File: config.mk
export PLATFORM = sky130hd
export DESIGN_NAME = pif_command_ram_processor_core
export DESIGN_NICKNAME = d
export VERILOG_FILES = /design/src/rtl/pif_pkg.sv /design/src/rtl/pif_ram.sv /design/src/rtl/pif_command_ram_processor_core.sv
export SDC_FILE = /design/constraint.sdc
export NUM_CORES = 1
export LEC_CHECK = 0
export ABC_CLOCK_PERIOD_IN_PS = 5340
export BUFFER_PORTS_ARGS = -buffer_cell sky130_fd_sc_hd__buf_4
export CAP_MARGIN = 25
export CORE_UTILIZATION = 25
export CTS_BUF_LIST = sky130_fd_sc_hd__clkbuf_8
export DETAILED_ROUTE_END_ITERATION = 8
export GPL_TIMING_DRIVEN = 0
export PLACE_DENSITY = 0.48
export SLEW_MARGIN = 25
export SYNTH_ARGS = -nofsm -noshare
export SYNTH_HDL_FRONTEND = slang
export SYNTH_HIERARCHICAL = 1
export SYNTH_SLANG_ARGS = --single-unit
File: constraint.sdc
create_clock -name clk -period 5.34 [get_ports clk]
set_clock_uncertainty 0.15 [all_clocks]
set_input_delay 1.335 -clock clk [delete_from_list [all_inputs] [get_ports clk]]
set_output_delay 1.335 -clock clk [all_outputs]
set_load 0.02 [all_outputs]
File: src/rtl/pif_pkg.sv
// ----------------------------------------------------------------------------
// pif_pkg
// Types and constants shared by the command ram processor files.
// ----------------------------------------------------------------------------
`timescale 1ns / 1ps
`default_nettype none

package pif_pkg;

  localparam int RAM_DEPTH = 64;
  localparam int ADDR_W    = 6;

  localparam logic [ADDR_W-1:0] CTRL_IDX = 6'd63;

  localparam logic [1:0] ACT_WRITE = 2'd0;
  localparam logic [1:0] ACT_READ  = 2'd1;
  localparam logic [1:0] ACT_RUN   = 2'd2;

  localparam logic [5:0] TAG_NEXT_A = 6'h00;
  localparam logic [5:0] TAG_NEXT_B = 6'h3D;
  localparam logic [5:0] TAG_END    = 6'h3E;
  localparam logic [5:0] TAG_SKIP   = 6'h3F;

  localparam logic [7:0] RX_END    = 8'hFE;
  localparam logic [7:0] RX_FORCE  = 8'h80;
  localparam logic [7:0] CTRL_DONE = 8'd128;
  localparam logic [7:0] CTRL_MASK = 8'hF7;

  localparam logic [7:0] CMD_INFO   = 8'd0;
  localparam logic [7:0] CMD_STATUS = 8'd1;
  localparam logic [7:0] CMD_NOP_A  = 8'd2;
  localparam logic [7:0] CMD_NOP_B  = 8'd3;

  localparam logic [7:0] ID_BYTE0 = 8'h05;
  localparam logic [7:0] ID_BYTE1 = 8'h00;
  localparam logic [7:0] ID_BYTE2 = 8'h01;

  typedef struct packed {
    logic [1:0]  action;
    logic [5:0]  address;
    logic [7:0]  write_data;
    logic [31:0] controller_status;
  } in_t;

  typedef struct packed {
    logic [7:0] read_data;
    logic       bad_command;
  } out_t;

endpackage

`default_nettype wire

File: src/rtl/pif_ram.sv
// ----------------------------------------------------------------------------
// pif_ram
// Generic single write port, single read port ram with registered read.
// ----------------------------------------------------------------------------
`timescale 1ns / 1ps
`default_nettype none

module pif_ram #(
  parameter int WIDTH = 8,
  parameter int DEPTH = 64
) (
  input  wire logic                     clk,
  input  wire logic                     we,
  input  wire logic [$clog2(DEPTH)-1:0] waddr,
  input  wire logic [WIDTH-1:0]         wdata,
  input  wire logic [$clog2(DEPTH)-1:0] raddr,
  output logic      [WIDTH-1:0]         rdata
);

  logic [WIDTH-1:0] mem_r [DEPTH];

  always_ff @(posedge clk) begin
    if (we) begin
      mem_r[waddr] <= wdata;
    end
    rdata <= mem_r[raddr];
  end

endmodule

`default_nettype wire

File: src/rtl/pif_command_ram_processor_core.sv
// write transaction: result offered from S_DONE after acceptance; read: through S_RD, then S_DONE
// run: S_CTRL, an S_TAG step per tag byte walked, S_RX, S_CMD, S_REPLY and S_TAG_REQ per command block,
// then S_FIN, plus S_FIN_RD when control bit 3 is cleared; all steps share the single read and write ram ports
// one transaction at a time; in_ready is high only while the sequencer is idle,
// which waits while an earlier result is still held on the output
// synchronous reset clears control state and the ram valid bits, so every byte reads as zero
// ----------------------------------------------------------------------------
// pif_command_ram_processor_core
// Command ram with byte access and a sequenced command block walk.
// ----------------------------------------------------------------------------
`timescale 1ns / 1ps
`default_nettype none

module pif_command_ram_processor_core (
  input  wire logic          clk,
  input  wire logic          rst_n,
  input  wire logic          in_valid,
  output logic               in_ready,
  input  wire pif_pkg::in_t  in_data,
  output logic               out_valid,
  input  wire logic          out_ready,
  output pif_pkg::out_t      out_data
);

  localparam logic [3:0] S_IDLE    = 4'd0;
  localparam logic [3:0] S_RD      = 4'd1;
  localparam logic [3:0] S_CTRL    = 4'd2;
  localparam logic [3:0] S_TAG_REQ = 4'd3;
  localparam logic [3:0] S_TAG     = 4'd4;
  localparam logic [3:0] S_RX      = 4'd5;
  localparam logic [3:0] S_CMD     = 4'd6;
  localparam logic [3:0] S_REPLY   = 4'd7;
  localparam logic [3:0] S_FIN     = 4'd8;
  localparam logic [3:0] S_FIN_RD  = 4'd9;
  localparam logic [3:0] S_DONE    = 4'd10;

  logic [3:0]  state_r, state_nxt;
  logic [7:0]  pos_r, pos_nxt;
  logic [5:0]  tag_r, tag_nxt;
  logic [5:0]  rx_r, rx_nxt;
  logic [2:0]  idx_r, idx_nxt;
  logic [2:0]  cnt_r, cnt_nxt;
  logic        sel_stat_r, sel_stat_nxt;
  logic        cmd_oob_r, cmd_oob_nxt;
  logic        clr3_r, clr3_nxt;
  logic        set128_r, set128_nxt;
  logic [31:0] status_r, status_nxt;
  logic [7:0]  rd_r, rd_nxt;
  logic        bad_r, bad_nxt;
  logic [pif_pkg::RAM_DEPTH-1:0] vld_r;
  logic        rdv_r;
  logic        out_valid_r;
  pif_pkg::out_t out_data_r;

  logic                       ram_we;
  logic [pif_pkg::ADDR_W-1:0] ram_waddr;
  logic [7:0]                 ram_wdata;
  logic [pif_pkg::ADDR_W-1:0] ram_raddr;
  logic [7:0]                 ram_q;
  logic [7:0]                 rd_byte;
  logic [7:0]                 rx_full;
  logic [7:0]                 op;
  logic [7:0]                 rep_addr;
  logic [7:0]                 rep_byte;
  logic                       in_fire;

  pif_ram #(
    .WIDTH (8),
    .DEPTH (pif_pkg::RAM_DEPTH)
  ) u_ram (
    .clk   (clk),
    .we    (ram_we),
    .waddr (ram_waddr),
    .wdata (ram_wdata),
    .raddr (ram_raddr),
    .rdata (ram_q)
  );

  assign in_ready  = (state_r == S_IDLE);
  assign in_fire   = in_valid && in_ready;
  assign out_valid = out_valid_r;
  assign out_data  = out_data_r;

  assign rd_byte  = rdv_r ? ram_q : 8'd0;
  assign rx_full  = rd_byte | pif_pkg::RX_FORCE;
  assign op       = cmd_oob_r ? 8'd0 : rd_byte;
  assign rep_addr = pos_r + {5'd0, idx_r};

  always_comb begin
    rep_byte = 8'd0;
    if (sel_stat_r) begin
      case (idx_r[1:0])
        2'd0:    rep_byte = status_r[31:24];
        2'd1:    rep_byte = status_r[23:16];
        2'd2:    rep_byte = status_r[15:8];
        default: rep_byte = status_r[7:0];
      endcase
    end else begin
      case (idx_r[1:0])
        2'd0:    rep_byte = pif_pkg::ID_BYTE0;
        2'd1:    rep_byte = pif_pkg::ID_BYTE1;
        default: rep_byte = pif_pkg::ID_BYTE2;
      endcase
    end
  end

  always_comb begin
    state_nxt    = state_r;
    pos_nxt      = pos_r;
    tag_nxt      = tag_r;
    rx_nxt       = rx_r;
    idx_nxt      = idx_r;
    cnt_nxt      = cnt_r;
    sel_stat_nxt = sel_stat_r;
    cmd_oob_nxt  = cmd_oob_r;
    clr3_nxt     = clr3_r;
    set128_nxt   = set128_r;
    status_nxt   = status_r;
    rd_nxt       = rd_r;
    bad_nxt      = bad_r;
    ram_we       = 1'b0;
    ram_waddr    = in_data.address;
    ram_wdata    = in_data.write_data;
    ram_raddr    = in_data.address;

    case (state_r)
      S_IDLE: begin
        if (in_fire) begin
          rd_nxt  = 8'd0;
          bad_nxt = 1'b0;
          case (in_data.action)
            pif_pkg::ACT_WRITE: begin
              ram_we    = 1'b1;
              state_nxt = S_DONE;
            end
            pif_pkg::ACT_READ: begin
              state_nxt = S_RD;
            end
            pif_pkg::ACT_RUN: begin
              ram_raddr  = pif_pkg::CTRL_IDX;
              status_nxt = in_data.controller_status;
              state_nxt  = S_CTRL;
            end
            default: begin
              state_nxt = S_DONE;
            end
          endcase
        end
      end

      S_RD: begin
        rd_nxt    = rd_byte;
        state_nxt = S_DONE;
      end

      S_CTRL: begin
        clr3_nxt   = rd_byte[3];
        set128_nxt = rd_byte[4] | rd_byte[5];
        if (rd_byte[0]) begin
          pos_nxt   = 8'd0;
          ram_raddr = '0;
          state_nxt = S_TAG;
        end else begin
          state_nxt = S_FIN;
        end
      end

      S_TAG_REQ: begin
        ram_raddr = pos_r[pif_pkg::ADDR_W-1:0];
        if (pos_r >= {2'b00, pif_pkg::CTRL_IDX}) begin
          state_nxt = S_FIN;
        end else begin
          state_nxt = S_TAG;
        end
      end

      S_TAG: begin
        ram_raddr = pos_r[pif_pkg::ADDR_W-1:0] + 6'd1;
        if (rd_byte[5:0] == pif_pkg::TAG_END) begin
          state_nxt = S_FIN;
        end else if (rd_byte[5:0] == pif_pkg::TAG_NEXT_A ||
                     rd_byte[5:0] == pif_pkg::TAG_NEXT_B ||
                     rd_byte[5:0] == pif_pkg::TAG_SKIP) begin
          pos_nxt = pos_r + 8'd1;
          if (pos_r < 8'd62) begin
            state_nxt = S_TAG;
          end else begin
            state_nxt = S_FIN;
          end
        end else begin
          tag_nxt   = rd_byte[5:0];
          state_nxt = S_RX;
        end
      end

      S_RX: begin
        ram_raddr   = pos_r[pif_pkg::ADDR_W-1:0] + 6'd2;
        cmd_oob_nxt = (pos_r >= 8'd62);
        rx_nxt      = rx_full[5:0];
        if (rx_full == pif_pkg::RX_END) begin
          state_nxt = S_FIN;
        end else begin
          state_nxt = S_CMD;
        end
      end

      S_CMD: begin
        pos_nxt = pos_r + 8'd2 + {2'b00, tag_r};
        idx_nxt = 3'd0;
        case (op)
          pif_pkg::CMD_INFO: begin
            sel_stat_nxt = 1'b0;
            cnt_nxt      = 3'd3;
            state_nxt    = S_REPLY;
          end
          pif_pkg::CMD_STATUS: begin
            sel_stat_nxt = 1'b1;
            cnt_nxt      = 3'd4;
            state_nxt    = S_REPLY;
          end
          pif_pkg::CMD_NOP_A, pif_pkg::CMD_NOP_B: begin
            cnt_nxt   = 3'd0;
            state_nxt = S_REPLY;
          end
          default: begin
            bad_nxt   = 1'b1;
            state_nxt = S_FIN;
          end
        endcase
      end

      S_REPLY: begin
        ram_waddr = rep_addr[pif_pkg::ADDR_W-1:0];
        ram_wdata = rep_byte;
        if (idx_r == cnt_r) begin
          pos_nxt   = pos_r + {2'b00, rx_r};
          state_nxt = S_TAG_REQ;
        end else begin
          ram_we  = (rep_addr[7:6] == 2'b00);
          idx_nxt = idx_r + 3'd1;
        end
      end

      S_FIN: begin
        ram_waddr = pif_pkg::CTRL_IDX;
        ram_wdata = pif_pkg::CTRL_DONE;
        ram_raddr = pif_pkg::CTRL_IDX;
        if (set128_r) begin
          ram_we    = 1'b1;
          state_nxt = S_DONE;
        end else if (clr3_r) begin
          state_nxt = S_FIN_RD;
        end else begin
          state_nxt = S_DONE;
        end
      end

      S_FIN_RD: begin
        ram_we    = 1'b1;
        ram_waddr = pif_pkg::CTRL_IDX;
        ram_wdata = rd_byte & pif_pkg::CTRL_MASK;
        state_nxt = S_DONE;
      end

      S_DONE: begin
        if (!out_valid_r || out_ready) begin
          state_nxt = S_IDLE;
        end
      end

      default: begin
        state_nxt = S_IDLE;
      end
    endcase
  end

  always_ff @(posedge clk) begin
    if (!rst_n) begin
      state_r     <= S_IDLE;
      vld_r       <= '0;
      out_valid_r <= 1'b0;
    end else begin
      state_r <= state_nxt;
      if (ram_we) begin
        vld_r[ram_waddr] <= 1'b1;
      end
      if (state_r == S_DONE && (!out_valid_r || out_ready)) begin
        out_valid_r <= 1'b1;
      end else if (out_ready) begin
        out_valid_r <= 1'b0;
      end
    end
  end

  always_ff @(posedge clk) begin
    pos_r      <= pos_nxt;
    tag_r      <= tag_nxt;
    rx_r       <= rx_nxt;
    idx_r      <= idx_nxt;
    cnt_r      <= cnt_nxt;
    sel_stat_r <= sel_stat_nxt;
    cmd_oob_r  <= cmd_oob_nxt;
    clr3_r     <= clr3_nxt;
    set128_r   <= set128_nxt;
    status_r   <= status_nxt;
    rd_r       <= rd_nxt;
    bad_r      <= bad_nxt;
    rdv_r      <= vld_r[ram_raddr];
    if (state_r == S_DONE && (!out_valid_r || out_ready)) begin
      out_data_r.read_data   <= rd_r;
      out_data_r.bad_command <= bad_r;
    end
  end

endmodule

`default_nettype wire

== Yosys cells after proc, flatten, opt, wreduce, memory -nomap -nowiden ==
Memories as Yosys holds them, arrays and structs flattened. A register that Yosys moved wholly into a read port is not among the register bits.
Index checks and enable logic that the tools add are counted.

* Flip-flop bits (word level): 150
* Memory bits (writable): 512
* Bits of input ports: 52
* Output and inout bits: 11
* Logic and storage cells: 152
* Memories: 1

* Add/subtract/negate cells: 8
* Magnitude comparators: 6
* Equal/unequal tests: 30
* Muxes and demuxes: 52
* Bitwise operators: 4
* Reductions and logical operators: 33

{| class="wikitable"
|+ Memories
! memory !! words !! width !! read ports !! clocked after memory_dff !! write ports !! RTL line !! text
|-
| u_ram.mem_r || 64 || 8 || 1 || 1 || 1 || pif_ram.sv:20 || <nowiki>logic [WIDTH-1:0] mem_r [DEPTH];</nowiki>
|}

{| class="wikitable"
|+ Operator list
! cell !! number
|-
| $mux 8 || 8
|-
| $or 64x64->64 || 1
|-
| $pmux 8 s3 || 2
|-
| $mux 4 || 10
|-
| $pmux 4 s10 || 1
|-
| $pmux 6 s6 || 1
|-
| $pmux 8 s4 || 1
|-
| $eq 6x6->1 const B || 3
|-
| $mux 6 || 3
|-
| $add 8x6->8 || 2
|-
| $eq 4x3->1 const B || 4
|-
| $eq 8x2->1 const B || 2
|-
| $ge 8x6->1 const B || 2
|-
| $pmux 8 s2 || 1
|-
| $lt 6x7->1 const B || 2
|-
| $eq 4x4->1 const B || 3
|-
| $mux 1 || 12
|-
| $ne 2x2->1 const B || 6
|-
| $pmux 3 s2 || 2
|-
| $pmux 6 s2 || 1
|-
| $reduce_and 3->1 || 4
|-
| $reduce_bool 2->1 || 5
|-
| $pmux 3 s3 || 1
|-
| $add 8x1->8 const B || 1
|-
| 37 further kinds || 55
|}

== Longest topological paths before layout ==
* Word-level depth: 8
* Gate-level depth with buffers: 18
* Depth with buffers taken out: 13

== Cells and area by module ==
The synthesis kept the hierarchy.

{| class="wikitable"
|+ Modules (own cells, without submodules)
! module !! instances !! cells an instance !! area an instance (µm²) !! sequential area each (µm²)
|-
| pif_ram || 1 || 940 || 20166.8 || 15534.9
|-
| pif_command_ram_processor_core || 1 || 786 || 7722.4 || 3773.6
|}

== Worst setup path before layout ==
Ideal clock, no wire load.

* Path type: reg2reg
* Start point: register state_r[0]
* End point: memory u_ram.mem_r[0][0], data pin
* Data arrival time: 3.990 ns
* Data required time: 4.489 ns
* Path slack: 0.498 ns
* Stages on the path, launching flop included: 8
* Period minus slack after synthesis: 4.842 ns
* Path through: dfxtp_1 buf_2 nor2b_1 and3_1 clkbuf_1 clkbuf_1 o21ai_0 o21ai_0

* Longest elaborated chain between the ends: 2

{| class="wikitable"
|+ Ends and longest elaborated chain
! what !! RTL line !! text
|-
| start: declaration || pif_command_ram_processor_core.sv:37 || <nowiki>logic [3:0] state_r, state_nxt;</nowiki>
|-
| start signal: assignment || pif_command_ram_processor_core.sv:283 || <nowiki>state_r <= state_nxt;</nowiki>
|-
| $eq 4x4->1 or $eq 4x3->1 (tied branches) || pif_command_ram_processor_core.sv:126 || <nowiki>case (state_r)</nowiki>
|-
| $pmux 8 s3 (*) || pif_command_ram_processor_core.sv:126 ||
|-
| via ram_wdata[0] || pif_command_ram_processor_core.sv:57 || <nowiki>logic [7:0] ram_wdata;</nowiki>
|-
| end: declaration || pif_ram.sv:20 ||
|}

The timed path passes the listed nets; every way through them passes the cells marked *.

== Final worst setup path ==
* Start point: register state_r[0]
* End point: memory u_ram.mem_r[5][0] (enable)

{| class="wikitable"
|+ RTL lines
! what !! RTL line !! text
|-
| $eq 4x4->1 || pif_command_ram_processor_core.sv:126 ||
|-
| $reduce_or 2->1 (no source line) || n/a ||
|-
| $pmux 6 s2 (*) || pif_command_ram_processor_core.sv:126 ||
|-
| via ram_waddr, one bit || pif_command_ram_processor_core.sv:56 || <nowiki>logic [pif_pkg::ADDR_W-1:0] ram_waddr;</nowiki>
|}

Marks and branches as above.

==> results.cfg <==
[status]
status = complete, no violations

[logic_synthesis]
synth_enable_flop_cells = 591
synth-main-ff-cell = edfxtp_1
synthArstFlopShare_pct = 0
synth-seq-cells = 669
yosysSeqAreaShare_pct = 69.23
ys_types = 73
yosysWarningCount = 6
synthCells = 1726
synth_nets = 1814
syn_avg_cell_area_sq_um = 16.16
syn-cell-area_sq_um = 27890

[critical_path]
crit_required_ps = 5550
crit_type = register to register
critPathMaxFanout = 10
endpoint_kind = register
setup.worst_path.start_class = register
arrival_ps = 5540

[global_route]
grt_pass1_vias = 16681
gr-total-overflow = 0
track_usage_pct = 13.60
grt_pass1_wl_um = 111900
grt_max_degree = 65
antenna_found_initial = 2

[clock_tree]
cts_buffer_depth = 3
ctsHoldBuffers = 0
cts_tree = built
cts_buffers = 108
clk_latency_ps = 740
cts_sinks = 669
post_cts_buffers = 0
cts-root-buf = clkbuf_8
htreeDepth = 3
cts.reportedPaths.clkPinSlew_ps = 70

[sta]
finalMaxSlewViolations = 0
final.setup.tns_ps = 0
max_freq_mhz = 187.7
finalSetupViolCount = 0
rsz0062_at_grt = true
worst_pin_slew_ps = 1135
hold_viol_final = 0
min_period_ps = 5327
period_share_pct = 99.76
slew_headroom_pct = 24.14

[power_and_ir_drop]
swShare_pct = 33.14
p_leak_nw = 10.66
ir_drop_uv = 181.4
seqPwrFrac_pct = 41.9
power_mw = 14.90
combPwrFrac_pct = 29.3
p_int_mw = 9.960
power_density_nw_per_um2 = 453.5
pwr-share-clk_pct = 28.8
p_sw_mw = 4.937

[route]
num_vias = 16347
ant_nets = 0
firstDrtPassIters = 8
drt_iter0_drc = 1677
via_per_inst = 4.684
drc = 0
wl_um = 77510
wl_per_cell_um = 22.21

[placement]
port_buffers = 62
dp_hpwl_um = 53140
gp_congestion = 0.8793
placed_cell_area_sq_um = 30650

[floorplan]
design.core.area_sq_um = 110700
pin_count = 63
die_h_um = 336
fp-row-count = 122
die_w_um = 336
fp.dieArea_sq_um = 112900
initial_utilization_pct = 25.20

[worst_hold_path]
worstHoldPathType = register to register

[cells_and_area]
area_growth_syn_to_layout_pct = 17.80
layout.nets = 2001
fin_area_sq_um = 32850
antenna_cells = 0
fillCellCount = 11063
drive_above_1_share_pct = 23.13

[run]
cap_violations = 0
-- logic make-up (layout without fill, tap and decap cells) --
kind of cell | Yosys count | after routing | synth area share, %
AOI/OAI and AO/OA | 278 | 278 | 7.008
and+or+nand+nor | 423 | 423 | 6.994
buffers and inverters | 130 | 406 | 2.252
muxes | 174 | 174 | 12.31
xor gates and xnor gates | 16 | 16 | 0.5025
adders and majority gates | 36 | 36 | 1.696
DFF | 669 | 669 | 69.23
-- final timing paths --
path                            from                           to  slack (ps)  cells past startpoint
max          state_r[0]$_SDFFE_PN0P_  u_ram/mem_r[5][0]$_DFFE_PP_          10                     11
min            rd_r[3]$_SDFFCE_PN0P_        out_data[4]$_DFFE_PP_         270                      0
max reg2reg  state_r[0]$_SDFFE_PN0P_  u_ram/mem_r[5][0]$_DFFE_PP_          10                     11
min reg2reg    rd_r[3]$_SDFFCE_PN0P_        out_data[4]$_DFFE_PP_         270                      0
-- metal layers --
layer | vias up | global-route usage, % | part of all wire, %
li1 | 7199 | - | -
met1 | 8353 | 17.97 | 42
met2 | 652 | 21.86 | 47
met3 | 143 | 3.080 | 7.6
met4 | 0 | 4.741 | 3.1
met5 | - | 0 | 0
-- power groups by stage --
stage	logic, mW	registers (mW)	clock network, mW
after detailed placement	4.32	6.35	0
after floorplan	2.56	6.36	0
after global placement	4.09	6.43	0
after CTS	4.39	6.24	4.43
after global routing	4.62	6.24	4.64
final	4.37	6.24	4.29
-- state kept, by name, summed over array words and instances (netlist names) --
name / flops
bad_r: 1
clr3_r: 1
cmd_oob_r: 1
cnt_r: 2
idx_r: 3
out_data: 9
out_valid: 1
pos_r: 8
rd_r: 8
rdv_r: 1
rx_r: 6
sel_stat_r: 1
set128_r: 1
state_r: 4
status_r: 32
tag_r: 6
u_ram/mem_r: 512
u_ram/rdata: 8
vld_r: 64
-- Yosys cell counts (5+ instances only) --
| master | count | area (sq um) |
|---|---|---|
| and3_1 | 7 | 43.79 |
| mux4_2 | 134 | 3018 |
| nor2b_1 | 28 | 175.2 |
| a21oi_1 | 52 | 260.3 |
| clkbuf_1 | 45 | 168.9 |
| nand2_1 | 110 | 412.9 |
| o21ai_0 | 47 | 235.2 |
| nor2_1 | 162 | 608.1 |
| o21bai_1 | 5 | 37.54 |
| edfxtp_1 | 591 | 17750 |
| nand3b_1 | 5 | 37.54 |
| dfxtp_1 | 78 | 1562 |
| nand3_1 | 29 | 145.1 |
| mux2_2 | 13 | 146.4 |
| mux2i_1 | 27 | 270.3 |
| ha_1 | 33 | 412.9 |
| o2111ai_1 | 6 | 52.55 |
| o22ai_1 | 16 | 100.1 |
| o211ai_1 | 6 | 45.04 |
| nor3_1 | 18 | 90.09 |
| o221ai_1 | 13 | 113.9 |
| a22oi_1 | 9 | 67.56 |
| nand2b_1 | 19 | 118.9 |
| inv_1 | 37 | 138.9 |
| buf_4 | 15 | 112.6 |
| a221oi_1 | 8 | 70.07 |
| nor4_1 | 7 | 43.79 |
| a222oi_1 | 8 | 80.08 |
| a22o_1 | 5 | 43.79 |
| o41ai_1 | 5 | 43.79 |
| o21a_1 | 54 | 405.4 |
| buf_1 | 7 | 26.28 |
| xnor2_1 | 11 | 96.34 |
| buf_2 | 17 | 85.08 |
| and2_1 | 16 | 100.1 |
| xor2_1 | 5 | 43.79 |
-- worst max-delay path, cell delays in order (launching register included) --
cell and delay [ps]:
dfxtp_1 320, buf_2 180, nor2b_1 210, nand3_1 140, clkbuf_1 480, nand2_1 480, o21ai_0 560, inv_1 230
clkbuf_1 300, nor2b_1 230, nand3_1 640, nor2_1 1010
-- through the flow --
| step | utilization (%) | setup slack (ps) | hold slack (ps) | std cells |
|---|---|---|---|---|
| final | 29.69 | 12.65 | 274.9 | 3490 |
| after global routing | 29.69 | -218.4 | 286.0 | 3490 |
| after CTS | 29.62 | 9.913 | 279.3 | 3491 |
| after detailed placement | 27.69 | -1032 | 268.1 | 3292 |
| after global placement | 27.30 | -3827 | 266.8 | 3276 |
| after floorplan | - | 498.1 | 250.3 | 1726 |
-- cells in the final DEF, fill, tap and decap left out, types with 44 or more instances in the layout --
cell      netlist  final
buf_4          15     80
nor2_1        162    142
clkbuf_8        0    113
nand2_1       110    110
dfxtp_1        78     78
edfxtp_1      591    591
o21a_1         54     50
a21oi_1        52     52
inv_1          37     65
mux4_2        134    134
clkbuf_1       45     44
-- timing repair --
action,in CTS,in global routing
pin swaps,0,2
endpoints found under the hold margin,0,0
gates resized for setup,8,29
setup endpoints to repair,7,184
-- cell type report --
type	count	area [sq um]	share of cell area, %
inverters	40	150.1	0.4570
clock inverters	86	523.0	1.592
plain buffers	89	480.5	1.462
multi-input cells	927	8182	24.90
clock buffers	113	1555	4.734
well taps	1488	1862	5.667
repair buffers	78	792.0	2.411
flip-flops and latches	669	19310	58.77
(Power assumes the default switching activity.)
